<file path="config.mk">
export PLATFORM = sky130hd
export DESIGN_NAME = sync_length_checksum_deframer
export DESIGN_NICKNAME = d
export VERILOG_FILES = /design/src/sld_pkg.sv /design/src/sld_parser.sv /design/src/sld_out_fifo.sv /design/src/sync_length_checksum_deframer.sv
export SDC_FILE = /design/constraint.sdc
export NUM_CORES = 1
export LEC_CHECK = 0
export BUFFER_PORTS_ARGS = -buffer_cell sky130_fd_sc_hd__buf_2
export CAP_MARGIN = 20
export CELL_PAD_IN_SITES_DETAIL_PLACEMENT = 1
export CELL_PAD_IN_SITES_GLOBAL_PLACEMENT = 1
export CORE_MARGIN = 5
export CORE_UTILIZATION = 40
export CTS_BUF_LIST = sky130_fd_sc_hd__clkbuf_4
export CTS_CLUSTER_SIZE = 20
export DETAILED_ROUTE_END_ITERATION = 10
export MAX_ROUTING_LAYER = met4
export PLACE_DENSITY = 0.66
export SKIP_LAST_GASP = 1
export SLEW_MARGIN = 15
export SYNTH_ARGS = -nofsm -noshare
export SYNTH_HDL_FRONTEND = slang
export SYNTH_HIERARCHICAL = 1
export SYNTH_SLANG_ARGS = --single-unit
export TNS_END_PERCENT = 30
</file>
<file path="constraint.sdc">
create_clock -name i_clk -period 4.6 [get_ports i_clk]
set_input_delay 0.23 -clock i_clk [delete_from_list [all_inputs] [get_ports i_clk]]
set_output_delay 0.23 -clock i_clk [all_outputs]
set_load 0.03 [all_outputs]
</file>
<file path="src/sld_pkg.sv">
package sld_pkg;

    localparam logic [7:0]  SYNC_FIRST     = 8'hA5;
    localparam logic [7:0]  SYNC_SECOND    = 8'h5A;
    localparam logic [7:0]  CMD_ONLINE     = 8'h03;
    localparam logic [7:0]  CMD_FINAL      = 8'h04;
    localparam logic [7:0]  CMD_MORE       = 8'h14;
    localparam logic [15:0] MAX_LEN_RESET  = 16'd512;
    localparam int          OUT_DEPTH      = 2;
    localparam int          OUT_PTR_W      = $clog2(OUT_DEPTH);
    localparam int          OUT_CNT_W      = $clog2(OUT_DEPTH + 1);

    typedef enum logic [2:0] {
        PH_HUNT1 = 3'd0,
        PH_HUNT2 = 3'd1,
        PH_LENL  = 3'd2,
        PH_LENH  = 3'd3,
        PH_DATA  = 3'd4,
        PH_CSUM  = 3'd5
    } t_phase;

    typedef enum logic [1:0] {
        EV_NONE       = 2'd0,
        EV_GOOD       = 2'd1,
        EV_BAD_SUM    = 2'd2,
        EV_LEN_REJECT = 2'd3
    } t_event;

    typedef enum logic [1:0] {
        KIND_OTHER       = 2'd0,
        KIND_ONLINE      = 2'd1,
        KIND_RECORD_LAST = 2'd2,
        KIND_RECORD_MORE = 2'd3
    } t_kind;

    typedef struct packed {
        logic        payload_valid;
        logic [7:0]  payload_byte;
        logic [15:0] payload_index;
        t_event      frame_event;
        t_kind       message_kind;
        logic [15:0] frame_length;
    } t_result;

    function automatic t_kind kind_of(input logic [7:0] cmd);
        t_kind k;
        case (cmd)
            CMD_ONLINE: k = KIND_ONLINE;
            CMD_FINAL:  k = KIND_RECORD_LAST;
            CMD_MORE:   k = KIND_RECORD_MORE;
            default:    k = KIND_OTHER;
        endcase
        return k;
    endfunction

endpackage

</file>
<file path="src/sld_parser.sv">
module sld_parser (
    input  logic              i_clk,
    input  logic              i_rst_n,
    input  logic              i_in_valid,
    output logic              o_in_stall,
    input  logic [7:0]        i_rx_byte,
    input  logic              i_cfg_wr_en,
    input  logic [15:0]       i_cfg_wr_data,
    input  logic              i_space,
    output logic              o_res_valid,
    output sld_pkg::t_result  o_res
);

    logic             r_in_valid;
    logic [7:0]       r_in_byte;
    logic [15:0]      r_max_length;
    sld_pkg::t_phase  r_phase;
    logic [15:0]      r_payload_length;
    logic [15:0]      r_bytes_received;
    logic [7:0]       r_running_sum;
    logic [7:0]       r_command_byte;

    sld_pkg::t_phase  n_phase;
    logic [15:0]      n_payload_length;
    logic [15:0]      n_bytes_received;
    logic [7:0]       n_running_sum;
    logic [7:0]       n_command_byte;
    logic [15:0]      len_next;
    logic [15:0]      count_next;
    logic             accept;
    logic             advance;
    sld_pkg::t_result res;

    assign advance     = r_in_valid && i_space;
    assign o_in_stall  = r_in_valid && !i_space;
    assign accept      = i_in_valid && !o_in_stall;
    assign o_res_valid = advance;
    assign o_res       = res;
    assign len_next    = {r_in_byte, r_payload_length[7:0]};
    assign count_next  = r_bytes_received + 16'd1;

    always_ff @(posedge i_clk) begin
        if (!i_rst_n) begin
            r_in_valid <= 1'b0;
        end else begin
            r_in_valid <= accept || (r_in_valid && !advance);
        end
        if (accept) begin
            r_in_byte <= i_rx_byte;
        end
    end

    always_ff @(posedge i_clk) begin
        if (!i_rst_n) begin
            r_max_length <= sld_pkg::MAX_LEN_RESET;
        end else if (i_cfg_wr_en) begin
            r_max_length <= i_cfg_wr_data;
        end
    end

    always_ff @(posedge i_clk) begin
        if (!i_rst_n) begin
            r_phase          <= sld_pkg::PH_HUNT1;
            r_payload_length <= '0;
            r_bytes_received <= '0;
            r_running_sum    <= '0;
            r_command_byte   <= '0;
        end else if (advance) begin
            r_phase          <= n_phase;
            r_payload_length <= n_payload_length;
            r_bytes_received <= n_bytes_received;
            r_running_sum    <= n_running_sum;
            r_command_byte   <= n_command_byte;
        end
    end

    always_comb begin
        n_phase          = r_phase;
        n_payload_length = r_payload_length;
        n_bytes_received = r_bytes_received;
        n_running_sum    = r_running_sum;
        n_command_byte   = r_command_byte;
        res              = '0;
        case (r_phase)
            sld_pkg::PH_HUNT1: begin
                if (r_in_byte == sld_pkg::SYNC_FIRST) begin
                    n_phase = sld_pkg::PH_HUNT2;
                end
            end
            sld_pkg::PH_HUNT2: begin
                if (r_in_byte == sld_pkg::SYNC_SECOND) begin
                    n_phase          = sld_pkg::PH_LENL;
                    n_payload_length = '0;
                end else begin
                    n_phase = sld_pkg::PH_HUNT1;
                end
            end
            sld_pkg::PH_LENL: begin
                n_payload_length = {r_payload_length[15:8], r_in_byte};
                n_phase          = sld_pkg::PH_LENH;
            end
            sld_pkg::PH_LENH: begin
                n_payload_length = len_next;
                if (len_next > r_max_length) begin
                    res.frame_event  = sld_pkg::EV_LEN_REJECT;
                    res.frame_length = len_next;
                    n_phase          = sld_pkg::PH_HUNT1;
                end else begin
                    n_bytes_received = '0;
                    n_running_sum    = '0;
                    n_command_byte   = '0;
                    n_phase = (len_next == 16'd0) ? sld_pkg::PH_CSUM : sld_pkg::PH_DATA;
                end
            end
            sld_pkg::PH_DATA: begin
                res.payload_valid = 1'b1;
                res.payload_byte  = r_in_byte;
                res.payload_index = r_bytes_received;
                if (r_bytes_received == 16'd0) begin
                    n_command_byte = r_in_byte;
                end
                n_running_sum    = r_running_sum + r_in_byte;
                n_bytes_received = count_next;
                if (count_next >= r_payload_length) begin
                    n_phase = sld_pkg::PH_CSUM;
                end
            end
            sld_pkg::PH_CSUM: begin
                res.frame_length = r_payload_length;
                if (r_running_sum == r_in_byte) begin
                    res.frame_event  = sld_pkg::EV_GOOD;
                    res.message_kind = sld_pkg::kind_of(r_command_byte);
                end else begin
                    res.frame_event = sld_pkg::EV_BAD_SUM;
                end
                n_phase = sld_pkg::PH_HUNT1;
            end
            default: begin
                n_phase = sld_pkg::PH_HUNT1;
            end
        endcase
    end

endmodule

</file>
<file path="src/sld_out_fifo.sv">
module sld_out_fifo (
    input  logic              i_clk,
    input  logic              i_rst_n,
    input  logic              i_push,
    input  sld_pkg::t_result  i_data,
    output logic              o_space,
    output logic              o_valid,
    input  logic              i_stall,
    output sld_pkg::t_result  o_data
);

    sld_pkg::t_result                r_mem [sld_pkg::OUT_DEPTH];
    logic [sld_pkg::OUT_PTR_W-1:0]   r_wr_ptr;
    logic [sld_pkg::OUT_PTR_W-1:0]   r_rd_ptr;
    logic [sld_pkg::OUT_CNT_W-1:0]   r_count;
    logic                            pop;

    assign o_valid = (r_count != '0);
    assign o_space = (r_count != sld_pkg::OUT_CNT_W'(sld_pkg::OUT_DEPTH));
    assign pop     = o_valid && !i_stall;
    assign o_data  = r_mem[r_rd_ptr];

    always_ff @(posedge i_clk) begin
        if (!i_rst_n) begin
            r_wr_ptr <= '0;
            r_rd_ptr <= '0;
            r_count  <= '0;
        end else begin
            if (i_push) begin
                r_wr_ptr <= (r_wr_ptr == sld_pkg::OUT_PTR_W'(sld_pkg::OUT_DEPTH - 1))
                            ? '0 : r_wr_ptr + 1'b1;
            end
            if (pop) begin
                r_rd_ptr <= (r_rd_ptr == sld_pkg::OUT_PTR_W'(sld_pkg::OUT_DEPTH - 1))
                            ? '0 : r_rd_ptr + 1'b1;
            end
            case ({i_push, pop})
                2'b10:   r_count <= r_count + 1'b1;
                2'b01:   r_count <= r_count - 1'b1;
                default: r_count <= r_count;
            endcase
        end
    end

    always_ff @(posedge i_clk) begin
        if (i_push) begin
            r_mem[r_wr_ptr] <= i_data;
        end
    end

endmodule

</file>
<file path="src/sync_length_checksum_deframer.sv">
// Byte-stream deframer: hunts for the sync pair A5 5A, takes a 16-bit
// little-endian length, passes each payload byte out with its index, then
// checks the 8-bit additive checksum byte and reports good, mismatch or
// length rejected, with the kind of message taken from the first payload
// byte. Every accepted byte yields exactly one result beat. One byte is taken
// per clock cycle while results drain; the parser state, running sum and byte
// counter update together as each byte advances. An accepted byte waits in the
// input register until the output queue has space, then its result beat is
// written into that two-entry queue and offered from there; the input stalls
// only while the queue is full and the input register holds a byte. max_length
// may be written only while no beat is in flight.
module sync_length_checksum_deframer (
    input  logic        i_clk,
    input  logic        i_rst_n,
    input  logic        i_cfg_wr_en,
    input  logic [15:0] i_cfg_wr_data,
    input  logic        i_in_valid,
    output logic        o_in_stall,
    input  logic [7:0]  i_rx_byte,
    output logic        o_out_valid,
    input  logic        i_out_stall,
    output logic        o_payload_valid,
    output logic [7:0]  o_payload_byte,
    output logic [15:0] o_payload_index,
    output logic [1:0]  o_frame_event,
    output logic [1:0]  o_message_kind,
    output logic [15:0] o_frame_length
);

    logic             space;
    logic             res_valid;
    sld_pkg::t_result res;
    sld_pkg::t_result out_res;

    sld_parser u_parser (
        .i_clk         (i_clk),
        .i_rst_n       (i_rst_n),
        .i_in_valid    (i_in_valid),
        .o_in_stall    (o_in_stall),
        .i_rx_byte     (i_rx_byte),
        .i_cfg_wr_en   (i_cfg_wr_en),
        .i_cfg_wr_data (i_cfg_wr_data),
        .i_space       (space),
        .o_res_valid   (res_valid),
        .o_res         (res)
    );

    sld_out_fifo u_out_fifo (
        .i_clk   (i_clk),
        .i_rst_n (i_rst_n),
        .i_push  (res_valid),
        .i_data  (res),
        .o_space (space),
        .o_valid (o_out_valid),
        .i_stall (i_out_stall),
        .o_data  (out_res)
    );

    assign o_payload_valid = out_res.payload_valid;
    assign o_payload_byte  = out_res.payload_byte;
    assign o_payload_index = out_res.payload_index;
    assign o_frame_event   = out_res.frame_event;
    assign o_message_kind  = out_res.message_kind;
    assign o_frame_length  = out_res.frame_length;

endmodule

</file>
### Yosys cells after proc, flatten, opt, wreduce, memory -nomap -nowiden

Memories as Yosys holds them, arrays and structs flattened. A register that Yosys moved wholly into a read port is not among the register bits.
Cells that the tools add are included.

* flip-flop bits (word level): 80
* memory bits (writable): 90
* bits of input ports: 29
* output and inout port bits: 47
* logic and storage cells: 95
* memories: 1

Memory list
* u_out_fifo.r_mem: depth 2, width 45, rd ports 1, clocked after memory_dff 1, write ports 1, RTL line sld_out_fifo.sv:12 `sld_pkg::t_result r_mem [sld_pkg::OUT_DEPTH];`

* add/sub/neg operators: 6
* $lt $le $gt $ge: 2
* equal/unequal tests: 19
* muxes and demuxes: 30
* bitwise gates (word level): 2
* reductions and logical operators: 23

Operator list (number)
* 16-bit one-hot mux with 2 select lines: 2
* 16-bit 2-to-1 mux: 3
* 16-bit one-hot mux with 3 select lines: 1
* 16-bit zero test: 2
* 8-bit one-hot mux with 2 select lines: 2
* 25-bit 2-to-1 mux: 1
* 16-bit by 1-bit adder with 16-bit output, second input constant: 1
* 16-bit >= comparator: 1
* 16-bit greater-than comparator: 1
* 8-bit 2-to-1 mux: 2
* 3-bit one-hot mux with 5 select lines: 1
* 4-bit AND reduction: 3
* 2-bit 2-to-1 mux: 5
* 2-bit nonzero test: 5
* 3-bit 2-to-1 mux: 3
* 8-bit adder: 1
* 8-bit by 2-bit == test with 1-bit output, second input constant: 1
* 8-bit by 3-bit == test with 1-bit output, second input constant: 1
* 8-bit by 5-bit == test with 1-bit output, second input constant: 1
* 8-bit by 7-bit == test with 1-bit output, second input constant: 1
* 8-bit == test: 1
* 8-bit == test, second input constant: 1
* 2-bit by 1-bit != test with 1-bit output, second input constant: 4
* 2-bit one-hot mux with 2 select lines: 2
* other kinds (17): 36

### Logic depth before layout (Yosys ltp)

Gate-level depths: netlist of the first run.

* depth after elaboration: 6
* depth in mapped cells: 15
* gate-level depth less buffers: 13

### Modules after synthesis

The synthesis of the first run kept the hierarchy.

Modules (own cells, without submodules)
* sld_parser: instances 1, cells each 563, area an instance 4668.2 µm², seq. area each 1601.5 µm²
* sld_out_fifo: instances 1, cells each 165, area an instance 3470.8 µm², seq. area each 2802.7 µm²

### Least setup slack after synthesis of the first run

No wires, ideal clock.

* path kind: register to register
* from: register u_out_fifo/r_count[0] in the netlist's numbering
* to: memory u_out_fifo/r_mem[0][0] in the netlist's numbering, enable pin
* setup time: 0.449 ns
* data arrival time: 2.794 ns
* required time: 4.151 ns
* path slack: 1.357 ns
* stages on the path, launching flop included: 6
* buffers on the path: 0
* clock period less this slack: 3.243 ns
* path through: dfxtp_1 nand2b_1 nand2_1 inv_1 inv_1 nor2_1

* longest elaborated chain between the ends: 4

RTL lines
* from (decl): RTL line sld_out_fifo.sv:15 `logic [sld_pkg::OUT_CNT_W-1:0] r_count;`
* from (signal assigned): RTL line sld_out_fifo.sv:38 `2'b10: r_count <= r_count + 1'b1;`
* from (signal assigned): RTL line sld_out_fifo.sv:39 `2'b01: r_count <= r_count - 1'b1;`
* from (signal assigned): RTL line sld_out_fifo.sv:40 `default: r_count <= r_count;`
* 2-bit != test: RTL line sld_out_fifo.sv:19 `assign o_space = (r_count != sld_pkg::OUT_CNT_W'(sld_pkg::OUT_DEPTH));`
* net space: RTL line sync_length_checksum_deframer.sv:30 `logic space;`
* 1-bit logical AND: RTL line sld_parser.sv:34 `assign advance = r_in_valid && i_space;`
* net res_valid: RTL line sync_length_checksum_deframer.sv:31 `logic res_valid;`
* 1-bit 2-to-1 mux: RTL line sld_out_fifo.sv:46 `if (i_push) begin`
* 1-bit 2-to-1 mux (not written as such): RTL line sld_out_fifo.sv:47 `r_mem[r_wr_ptr] <= i_data;`
* to (decl): RTL line sld_out_fifo.sv:12

The timed path passes the listed nets, and every way through them passes these cells.

### Worst setup path in the final report of the first run

* from: register u_parser.r_bytes_received[0]
* to: register u_parser.r_phase[0]

* longest elaborated chain between the ends: 4

RTL lines
* from (decl): RTL line sld_parser.sv:19 `logic [15:0] r_bytes_received;`
* from (signal assigned): RTL line sld_parser.sv:71 `r_bytes_received <= n_bytes_received;`
* 16-bit by 1-bit adder with 16-bit output: RTL line sld_parser.sv:40 `assign count_next = r_bytes_received + 16'd1;`
* 16-bit >= comparator: RTL line sld_parser.sv:124 `if (count_next >= r_payload_length) begin`
* 2-bit by 1-bit != test with 1-bit output (no line)
* 3-bit AND reduction (no line)
* to (signal assigned): RTL line sld_parser.sv:63 `r_phase <= sld_pkg::PH_HUNT1;`
* to (signal assigned): RTL line sld_parser.sv:69 `r_phase <= n_phase;`
* to (decl): RTL line sld_parser.sv:17 `sld_pkg::t_phase r_phase;`

Every way passes these cells.
A chain may end at the register's enable or synchronous reset.

==> results of run 1 <==
[per-stage QoR]
| stage | cells | total power [mW] | setup WS, ns | area, µm² | hold WS [ns] |
|---|---|---|---|---|---|
| 2_1_floorplan | 728 | 2.22 | 1.36 | 8140 | 0.329 |
| 3_3_place_gp | 1045 | 2.38 | 1.37 | 8760 | 0.411 |
| 3_5_place_dp | 1046 | 2.40 | 1.26 | 8780 | 0.411 |
| 4_1_cts | 1104 | 3.39 | 1.23 | 9360 | 0.0966 |
| 5_1_grt | 1106 | 3.49 | 0.938 | 9390 | 0.135 |
| 6_report | 1106 | 3.33 | 1.20 | 9390 | 0.147 |
[flip-flops by register name, indices dropped and copies added, names as in the netlist, 2 cells and up, named ones only]
name                       count
u_out_fifo/r_count             2
u_out_fifo/r_mem              90
u_parser/r_bytes_received     16
u_parser/r_command_byte        8
u_parser/r_in_byte             8
u_parser/r_max_length         16
u_parser/r_payload_length     16
u_parser/r_phase               3
u_parser/r_running_sum         8
[area by class of cell]
cell class,instances,area [µm²],area share
multi-input cells,480,3430,0.366
flip-flops and latches,171,4410,0.469
diodes,1,2.50,0.000267
clock inverters,14,184,0.0196
clock buffers,18,135,0.0144
inverters,41,154,0.0164
repair buffers,111,736,0.0784
well taps,270,338,0.0360
[per-layer routing]
layer,part of all wire,track usage,vias to the layer above
met2,0.51,0.315,131
met1,0.44,0.221,2930
li1,-,-,2819
met3,0.033,0.0312,29
met4,0.017,0.0539,0
met5,0,-,-
[what timing repair did]
action / CTS / global route
endpoints found under the hold margin: 27 / 0
hold buffers: 26 / 0
resized for setup: 0 / 0
[synth_stat cells (19+ instances only)]
master    instances
edfxtp_1         98
nor2_1           68
dfxtp_1          73
nand3_1          19
clkbuf_1         23
nand2_1          56
inv_1            39
a21oi_1          29
ha_1             42
mux2_1           45
and3_1           25
mux2i_1          24
[how the worst max path moves through the flow]
stage,endpoint,slack (ns),cells after the start
after global placement,u_parser/r_phase[0],1.37,13
final,u_parser/r_phase[0],1.20,13
after floorplan,u_out_fifo/r_mem[0][0],1.36,5
after global routing,u_parser/r_phase[0],0.94,13
after detailed placement,u_parser/r_phase[0],1.26,13
after CTS,u_parser/r_phase[0],1.23,13
[where the power goes]
group          internal [mW]  switching (mW)
clock network          0.398           0.554
logic                  0.227           0.412
registers               1.69          0.0504
total                   2.32            1.02
[tightest hold or removal path: stages]
cell and delay, ns:
buf_2 0.10, buf_4 0.23, o211ai_1 0.13
[logic make-up (layout without fill, tap and decap cells)]
family,count (synthesis),count (layout),synth area share
XOR/XNOR,24,24,0.0258
multiplexers,69,69,0.0918
buffers and inverters,77,184,0.0389
adder cells (fa/ha/maj),43,43,0.0670
AND/OR/NAND/NOR,231,231,0.138
AO/OA/AOI/OAI,113,113,0.0970
flip-flops,171,171,0.541
other,0,1,0
==> impl_metrics.env, run 1 <==
export IMPL_yosysTopAreaCellShare=0.362
export IMPL_first_pass_iters=5
export IMPL_cp_max_fo=7
export IMPL_root_buffer="clkbuf_4"
export IMPL_vdd_ir_drop_max_v=0.000182
export IMPL_drive_gt1_frac=0.154
export IMPL_antenna_found_initial=1
export IMPL_syn_nets=800
export IMPL_ys_ff_latch=171
export IMPL_ctsLongestPathBuffers=2
export IMPL_viasPerCell=5.34
export IMPL_timing_rr_end="u_parser/r_phase[0]"
export IMPL_holdPathEnd="u_parser/r_max_length[9]"
export IMPL_gp_congestion=0.807
export IMPL_path_buf_inv=0
export IMPL_synth_ff_type="edfxtp_1"
export IMPL_crit_chain="ha_1 -> nand3_1 -> nor2_1 -> nand3_1 -> nor2_1 -> xor2_1 -> ha_1 -> a21oi_1 -> o21ai_0 -> nor4_1 -> a211o_1 -> mux2i_1 -> o21bai_1"
export IMPL_postSynthCellCount=728
export IMPL_finalCriticalPeriod_ns=3.40
export IMPL_min_path_type="input port to flip-flop"
export IMPL_worst_setup_path_type="flip-flop to flip-flop"
export IMPL_initial_core_util=0.405
export IMPL_syn_cell_area_mm2=0.00814
export IMPL_slowest_stage="dfxtp_1"
export IMPL_cts_buffers=17
export IMPL_grt_pass1_wl_um=33200
export IMPL_critPathTopFamily="simple AND/OR/NAND/NOR gates"
export IMPL_post_cts_repair_setup_buffers=0
export IMPL_hp_start="i_rst_n"
export IMPL_postSynth_asyncResetShare=0
export IMPL_grt_pass1_vias=6205
export IMPL_startpoint_type="flip-flop"
export IMPL_grt_max_degree=46
export IMPL_reg2reg_depth=13
export IMPL_power_leakage_nw=3.59
export IMPL_rsz0062_at_grt="no"
export IMPL_synth_cell_type_count=56
export IMPL_max_cap_violations=0
export IMPL_die_h_um=153
export IMPL_final_common_cell="edfxtp_1"
export IMPL_clk_latency_ns=0.57
export IMPL_synthTopCellsByArea="edfxtp_1, dfxtp_1, ha_1"
export IMPL_io_buffers=75
export IMPL_wl_um=20500
export IMPL_rows=52
export IMPL_die_w_um=153
export IMPL_critPathMaxStageDelay_ns=0.48
export IMPL_fmaxAchievable_ghz=0.295
export IMPL_vias=5909
export IMPL_whs_path_depth=3
export IMPL_r2r_setup_slack_ns=1.20
export IMPL_yosysSeqAreaShare=0.541
export IMPL_drc=0
export IMPL_drt_wirelength_per_cell_um=18.6
export IMPL_final_core_util=0.467
export IMPL_die_area_mm2=0.0233
export IMPL_yosysWarnings=6
export IMPL_ctsHtreeMaxLevel=4
export IMPL_arrival_ns=3.85
export IMPL_io_pins=76
export IMPL_cellPowerDensity_mw_per_mm2=355
export IMPL_drv_slew=0
export IMPL_hpwl_um=15100
export IMPL_synth_edf_count=98
export IMPL_setup_worst_path_start="u_parser/r_bytes_received[0]"
export IMPL_skew_ns=0.0191
export IMPL_hold_viol=0
export IMPL_syn2layout_area_growth_pct=15.3
export IMPL_clkSinkCount=171
export IMPL_status="finished, final reports clean"
export IMPL_final_antenna_net_count=0
export IMPL_r2r_start="u_parser/r_bytes_received[0]"
export IMPL_fill_cells=2179
export IMPL_nets=894
export IMPL_end_kind="flip-flop"
export IMPL_required_ns=5.05
export IMPL_min_period_over_period=0.738
export IMPL_grt_overflow=0
export IMPL_yosys_area_top_type="edfxtp_1"
export IMPL_tightest_slew_ns=0.992
export IMPL_cts_tree="built"
export IMPL_finalSetupTns_ns=0
export IMPL_layout_common_cells="edfxtp_1, buf_2, dfxtp_1"
export IMPL_grt_usage=0.183
export IMPL_setup_viol=0
export IMPL_relSlewSlack=0.336
export IMPL_synth_avg_cell_area_um2=11.2
export IMPL_core_area_mm2=0.0201
export IMPL_drtIter0Drc=296
export IMPL_clk_pin_slew_worst_paths_ns=0.15
Power figures use the tool's default switching activity.
==> run 2: changes to the inputs <==
- PLACE_DENSITY: 0.66 -> 0.69
- clock period: 4.6 -> 2.9 ns (I/O delays scaled with it)
==> run 2 against run 1 <==
Non-clock buffer count is 30 higher. Critical path depth grew 1. Via count grew 1.0%. Utilization grew 0.93 points. Wire length increased by 2.5%. Final cell count grew 2.7%. Register-to-register slack worse by 1.2 ns. Combinational power up 66%. Hold slack got worse by 0.088 ns. First-iteration DRC count rose by 20%. Clock power grew 45%.
==> impl_metrics.env, run 2 (synthesis gave the netlist of run 1 again) <==
export IMPL_io_buffers=75
export IMPL_drive_gt1_frac=0.187
export IMPL_cp_max_fo=7
export IMPL_clkSinkCount=171
export IMPL_min_path_type="input port to flip-flop"
export IMPL_core_area_mm2=0.0201
export IMPL_tightest_slew_ns=0.909
export IMPL_rsz0062_at_grt="yes"
export IMPL_fill_cells=2194
export IMPL_worst_setup_path_type="flip-flop to flip-flop"
export IMPL_first_pass_iters=4
export IMPL_clk_pin_slew_worst_paths_ns=0.15
export IMPL_vdd_ir_drop_max_v=0.000247
export IMPL_multi_input_area_mm2=0.00345
export IMPL_antenna_found_initial=1
export IMPL_cts_buffers=17
export IMPL_initial_core_util=0.405
export IMPL_root_buffer="clkbuf_4"
export IMPL_startpoint_type="flip-flop"
export IMPL_ctsLongestPathBuffers=2
export IMPL_grt_busiest_layer="met2"
export IMPL_min_period_over_period=0.997
export IMPL_grt_pass1_vias=6377
export IMPL_hold_viol=0
export IMPL_vias=5971
export IMPL_drt_wirelength_per_cell_um=18.5
export IMPL_skew_ns=0.0258
export IMPL_syn2layout_area_growth_pct=17.6
export IMPL_arrival_ns=3.37
export IMPL_grt_pass1_wl_um=34300
export IMPL_grt_overflow=0
export IMPL_grt_usage=0.189
export IMPL_seq_area_mm2=0.00441
export IMPL_rows=52
export IMPL_finalCriticalPeriod_ns=2.89
export IMPL_drc=0
export IMPL_drtIter0Drc=354
export IMPL_cts_tree="built"
export IMPL_met2_usage=0.329
export IMPL_preCtsSetupSlack_ns=-0.147
export IMPL_relSlewSlack=0.392
export IMPL_required_ns=3.38
export IMPL_power_leakage_nw=3.71
export IMPL_final_common_cell="edfxtp_1"
export IMPL_fin_ws_ns=0.00880
export IMPL_drv_slew=0
export IMPL_die_w_um=153
export IMPL_setup_viol=0
export IMPL_ctsHtreeMaxLevel=4
export IMPL_final_antenna_net_count=0
export IMPL_fmaxAchievable_ghz=0.346
export IMPL_hpwl_um=15300
export IMPL_die_h_um=153
export IMPL_max_cap_violations=0
export IMPL_layout_common_cells="edfxtp_1, buf_2, dfxtp_1"
export IMPL_viasPerCell=5.26
export IMPL_largest_reg_flops=90
export IMPL_clk_latency_ns=0.59
export IMPL_grt_max_degree=46
export IMPL_io_pins=76
export IMPL_gr_usage_met3=0.0290
export IMPL_status="finished, final reports clean"
export IMPL_end_kind="flip-flop"
export IMPL_gp_congestion=0.877
export IMPL_wl_um=21100
export IMPL_regMostFlops="u_out_fifo/r_mem"
export IMPL_cellPowerDensity_mw_per_mm2=540
export IMPL_whs_ns=0.0582
export IMPL_nets=924
export IMPL_use_met1=0.229
export IMPL_die_area_mm2=0.0233
## run 2: cell types whose count changed in the layout (fill, tap and decap cells not counted), sizes merged
cell / delta
buf: +30
clkinv: +5
bufinv: -1
clkbuf: -1
inv: -3
## run 2: cell type report
class                   instances  share of cell area
flip-flops and latches        171               0.460
clock buffers                  17              0.0133
multi-input cells             480               0.360
diodes                          1            0.000261
inverters                      41              0.0161
clock inverters                15              0.0153
repair buffers                141              0.0991
well taps                     270              0.0353
## run 2: per-layer routing
layer | vias to the layer above | part of all wire
met2 | 116 | 0.51
li1 | 2870 | -
met1 | 2968 | 0.44
met5 | - | 0
met3 | 17 | 0.038
met4 | 0 | 0.012
## run 2: power by group
group / internal, mW / switching, mW / total, mW
clock: 0.509 / 0.869 / 1.38
combinational: 0.366 / 0.697 / 1.06
sequential: 2.68 / 0.0466 / 2.73
total: 3.56 / 1.61 / 5.17
## run 2: path summary, 6_finish.rpt
path / startpoint / end / slack, ns / depth (start not counted)
setup reg to reg: u_parser/r_bytes_received[1] / u_parser/r_phase[1] / 0.009 / 14
hold reg to reg: u_parser/r_command_byte[3] / u_parser/r_command_byte[3] / 0.48 / 2
hold / removal: i_rst_n / u_parser/r_max_length[9] / 0.06 / 3
setup / recovery: u_parser/r_bytes_received[1] / u_parser/r_phase[1] / 0.009 / 14
## run 2: what timing repair did
| item | CTS | global route |
|---|---|---|
| resized for setup | 6 | 2 |
| pin swaps | 0 | 2 |
| setup buffers | 0 | 1 |
| cloned | 0 | 0 |
| endpoints found under the setup margin | 3 | 39 |
| hold buffers | 26 | 0 |
| endpoints found under the hold margin | 27 | 0 |
## run 2: metrics by stage
step	instance area [µm²]	power, mW	cells	TNS (ns)	util
2_1_floorplan	8140	3.53	728	0	-
3_3_place_gp	9000	3.80	1076	0	0.448
3_5_place_dp	9000	3.84	1076	-0.172	0.448
4_1_cts	9560	5.23	1134	0	0.475
5_1_grt	9570	5.43	1136	-1.63	0.476
6_report	9570	5.17	1136	0	0.476
## run 2: critical path, cell delays in order (launching register included)
cell	delay (ns)
dfxtp_2	0.39
and3_1	0.18
nand3_2	0.09
or2_4	0.31
nor2_1	0.12
nand2_1	0.11
xnor2_1	0.18
ha_1	0.31
nand4_1	0.15
nor2_1	0.16
o21ai_0	0.12
a211o_1	0.35
buf_4	0.15
a21oi_1	0.13
nor2_1	0.05
==> run 3: changes to the inputs <==
- ABC_AREA: unset -> 1
==> run 3 against run 2 <==
Sequential power is essentially flat. Global-route usage down 0.50 points. Register-to-register slack improved by 0.24 ns. Fmax is 8.9% higher. Die area up 3.8%. Count of clock-buffer cells in the layout increased by 1. Area after synthesis up 4.1%. Clock power grew 10%. Via count is 4.5% higher. Combinational power decreased by 25%. Critical endpoint is now u_parser/r_phase[0].
==> impl_metrics.env, run 3 <==
export IMPL_clk_pin_slew_worst_paths_ns=0.16
export IMPL_drc=0
export IMPL_cts_buffers=17
export IMPL_initial_core_util=0.404
export IMPL_syn_cell_area_mm2=0.00847
export IMPL_holdPathEnd="u_parser/r_max_length[3]"
export IMPL_vias=6237
export IMPL_clkSinkCount=171
export IMPL_synth_cell_type_count=51
export IMPL_grt_overflow=0
export IMPL_root_buffer="clkbuf_4"
export IMPL_r2r_start="u_parser/r_bytes_received[3]"
export IMPL_final_core_util=0.468
export IMPL_viasPerCell=5.03
export IMPL_grt_pass1_wl_um=33600
export IMPL_design_area_mm2=0.00980
export IMPL_p_total_mw=5.02
export IMPL_die_h_um=156
export IMPL_slowest_stage="dfxtp_2"
export IMPL_startpoint_type="flip-flop"
export IMPL_clk_latency_ns=0.57
export IMPL_syn_nets=909
export IMPL_max_cap_violations=0
export IMPL_ctsHtreeMaxLevel=4
export IMPL_cellPowerDensity_mw_per_mm2=512
export IMPL_cp_max_fo=5
export IMPL_relSlewSlack=0.406
export IMPL_rows=53
export IMPL_finalCriticalPeriod_ns=2.65
export IMPL_whs_path_depth=3
export IMPL_r2r_setup_slack_ns=0.25
export IMPL_drv_slew=0
export IMPL_die_w_um=156
export IMPL_required_ns=3.40
export IMPL_end_kind="flip-flop"
export IMPL_drtIter0Drc=298
export IMPL_synth_top_family_by_area="simple AND/OR/NAND/NOR gates"
export IMPL_layout_common_cells="nand2_1, edfxtp_1, inv_1"
export IMPL_postSynthCellCount=837
export IMPL_reg2reg_depth=17
export IMPL_synth_edf_count=98
export IMPL_io_buffers=75
export IMPL_fmaxAchievable_ghz=0.377
export IMPL_first_pass_iters=5
export IMPL_regMostFlops="u_out_fifo/r_mem"
export IMPL_synth_compound_area_frac=0.0917
export IMPL_core_area_mm2=0.0210
export IMPL_post_synth_top_count_cell="nand2_1"
export IMPL_status="finished, final reports clean"
export IMPL_timing_rr_end="u_parser/r_phase[0]"
export IMPL_grt_pass1_vias=6335
export IMPL_setup_viol=0
export IMPL_yosys_area_top_type="edfxtp_1"
export IMPL_critPathMostFrequentCell="nand2_1"
export IMPL_vdd_ir_drop_max_v=0.000246
export IMPL_min_path_type="input port to flip-flop"
export IMPL_worst_setup_path_type="flip-flop to flip-flop"
export IMPL_yosysTopAreaCellShare=0.347
export IMPL_synth_simple_area_share=0.164
export IMPL_hp_start="i_cfg_wr_en"
export IMPL_fin_cells=1240
export IMPL_tightest_slew_ns=0.889
export IMPL_place_area_mm2=0.00914
export IMPL_yosysSeqAreaShare=0.520
export IMPL_skew_ns=0.0268
export IMPL_drt_wirelength_per_cell_um=16.9
export IMPL_rsz0062_at_grt="yes"
export IMPL_hold_viol=0
export IMPL_ctsLongestPathBuffers=2
export IMPL_yosysWarnings=6
export IMPL_synth_xor_area_frac=0.0142
export IMPL_grt_max_degree=46
export IMPL_drive_gt1_frac=0.233
export IMPL_ys_ff_latch=171
export IMPL_wl_um=21000
export IMPL_synthTopCellsByArea="edfxtp_1, dfxtp_1, mux2_4"
export IMPL_nets=1023
export IMPL_final_antenna_net_count=0
export IMPL_arrival_ns=3.15
export IMPL_dp_cells=1175
export IMPL_synth_avg_cell_area_um2=10.1
export IMPL_synth_ff_type="edfxtp_1"
export IMPL_synthAdderAreaFrac=0.0644
export IMPL_syn2layout_area_growth_pct=15.8
export IMPL_largest_reg_flops=90
export IMPL_die_area_mm2=0.0242
export IMPL_power_leakage_nw=3.99
export IMPL_fill_cells=2429
export IMPL_final_common_cell="nand2_1"
export IMPL_crit_chain="inv_2 -> nor4_4 -> nand2_2 -> nor3_2 -> nand2_1 -> nand2_1 -> inv_1 -> ha_1 -> nand2_1 -> nor2_1 -> nor2b_2 -> nand3_1 -> nand4_1 -> nand2_2 -> nor2_1 -> nand2_1 -> a21oi_1"
export IMPL_min_period_over_period=0.915
export IMPL_synth_commonest_cells="nand2_1, edfxtp_1, inv_1"
export IMPL_critPathMaxStageDelay_ns=0.42
export IMPL_muxShareOfSynthArea=0.0776
export IMPL_antenna_found_initial=1
export IMPL_hpwl_um=15200
export IMPL_gp_congestion=0.840
export IMPL_grt_usage=0.184
export IMPL_postSynth_asyncResetShare=0
export IMPL_finalSetupTns_ns=0
export IMPL_io_pins=76
export IMPL_cts_tree="built"
## run 3: cell types whose count changed after synthesis, sizes merged, moves of 11 or more
cell | previous run | this run
nand2 | 56 | 140
inv | 39 | 105
a21oi | 29 | 82
and3 | 25 | 0
mux2i | 24 | 0
o21ai | 14 | 35
nor2 | 69 | 88
a22o | 18 | 0
nand3 | 20 | 35
xnor2 | 15 | 0
clkbuf | 23 | 9
a21boi | 11 | 0
## run 3: per-layer routing
| metal | up-vias | wire length [µm] | global-route usage |
|---|---|---|---|
| met4 | 0 | 188 | 0.0463 |
| met5 | - | 0 | - |
| met3 | 11 | 809 | 0.0281 |
| met1 | 3038 | 9580 | 0.235 |
| li1 | 3087 | - | - |
| met2 | 101 | 10400 | 0.307 |
## run 3: cells by family after synthesis
| family | after synthesis |
|---|---|
| buffers and inverters | 130 |
| AO/OA/AOI/OAI | 139 |
| adder cells (fa/ha/maj) | 43 |
| AND/OR/NAND/NOR | 297 |
| flip-flops | 171 |
| multiplexers | 45 |
| XOR/XNOR | 12 |
## run 3: layout make-up
class	count	area, µm²	area share
diodes	1	2.50	0.000255
multi-input cells	536	3510	0.358
inverters	108	409	0.0417
clock buffers	18	135	0.0138
well taps	275	344	0.0351
repair buffers	117	803	0.0819
clock inverters	14	183	0.0186
flip-flops and latches	171	4410	0.450
## run 3: timing repair
action	CTS	global route
hold buffers	30	0
resized for setup	0	12
setup buffers	0	2
setup endpoints to repair	0	3
endpoints found under the hold margin	31	0
## run 3: worst max path at each step
| stage | startpoint | endpoint | slack (ns) |
|---|---|---|---|
| floorplan | u_out_fifo/r_count[0] | u_out_fifo/r_mem[0][0] | 0.47 |
| global placement | u_parser/r_bytes_received[0] | u_parser/r_phase[0] | 0.22 |
| detailed placement | u_parser/r_bytes_received[0] | u_parser/r_phase[2] | 0.10 |
| CTS | u_parser/r_bytes_received[3] | u_parser/r_phase[2] | 0.04 |
| global route | u_parser/r_bytes_received[3] | u_parser/r_phase[0] | -0.03 |
| finish | u_parser/r_bytes_received[3] | u_parser/r_phase[0] | 0.25 |
## run 3: power breakdown
part	total, mW	switching [mW]	internal [mW]	leakage, nW
logic	0.795	0.477	0.318	2.30
clock network	1.52	0.893	0.631	0.172
registers	2.70	0.0603	2.64	1.52
## run 3: through the flow
step,hold slack (ns),worst slack [ns]
2_1_floorplan,0.244,0.466
6_report,0.277,0.246
5_1_grt,0.226,-0.0328
4_1_cts,0.208,0.0406
3_3_place_gp,0.323,0.215
3_5_place_dp,0.324,0.104
## run 3: critical path: cells and delay by family, from the launching register on
family | cells | cell delay, ns
AO/OA/AOI/OAI | 1 | 0.11
adder cells (fa/ha/maj) | 1 | 0.27
buffers and inverters | 2 | 0.15
AND/OR/NAND/NOR | 13 | 1.61
flip-flops | 1 | 0.42
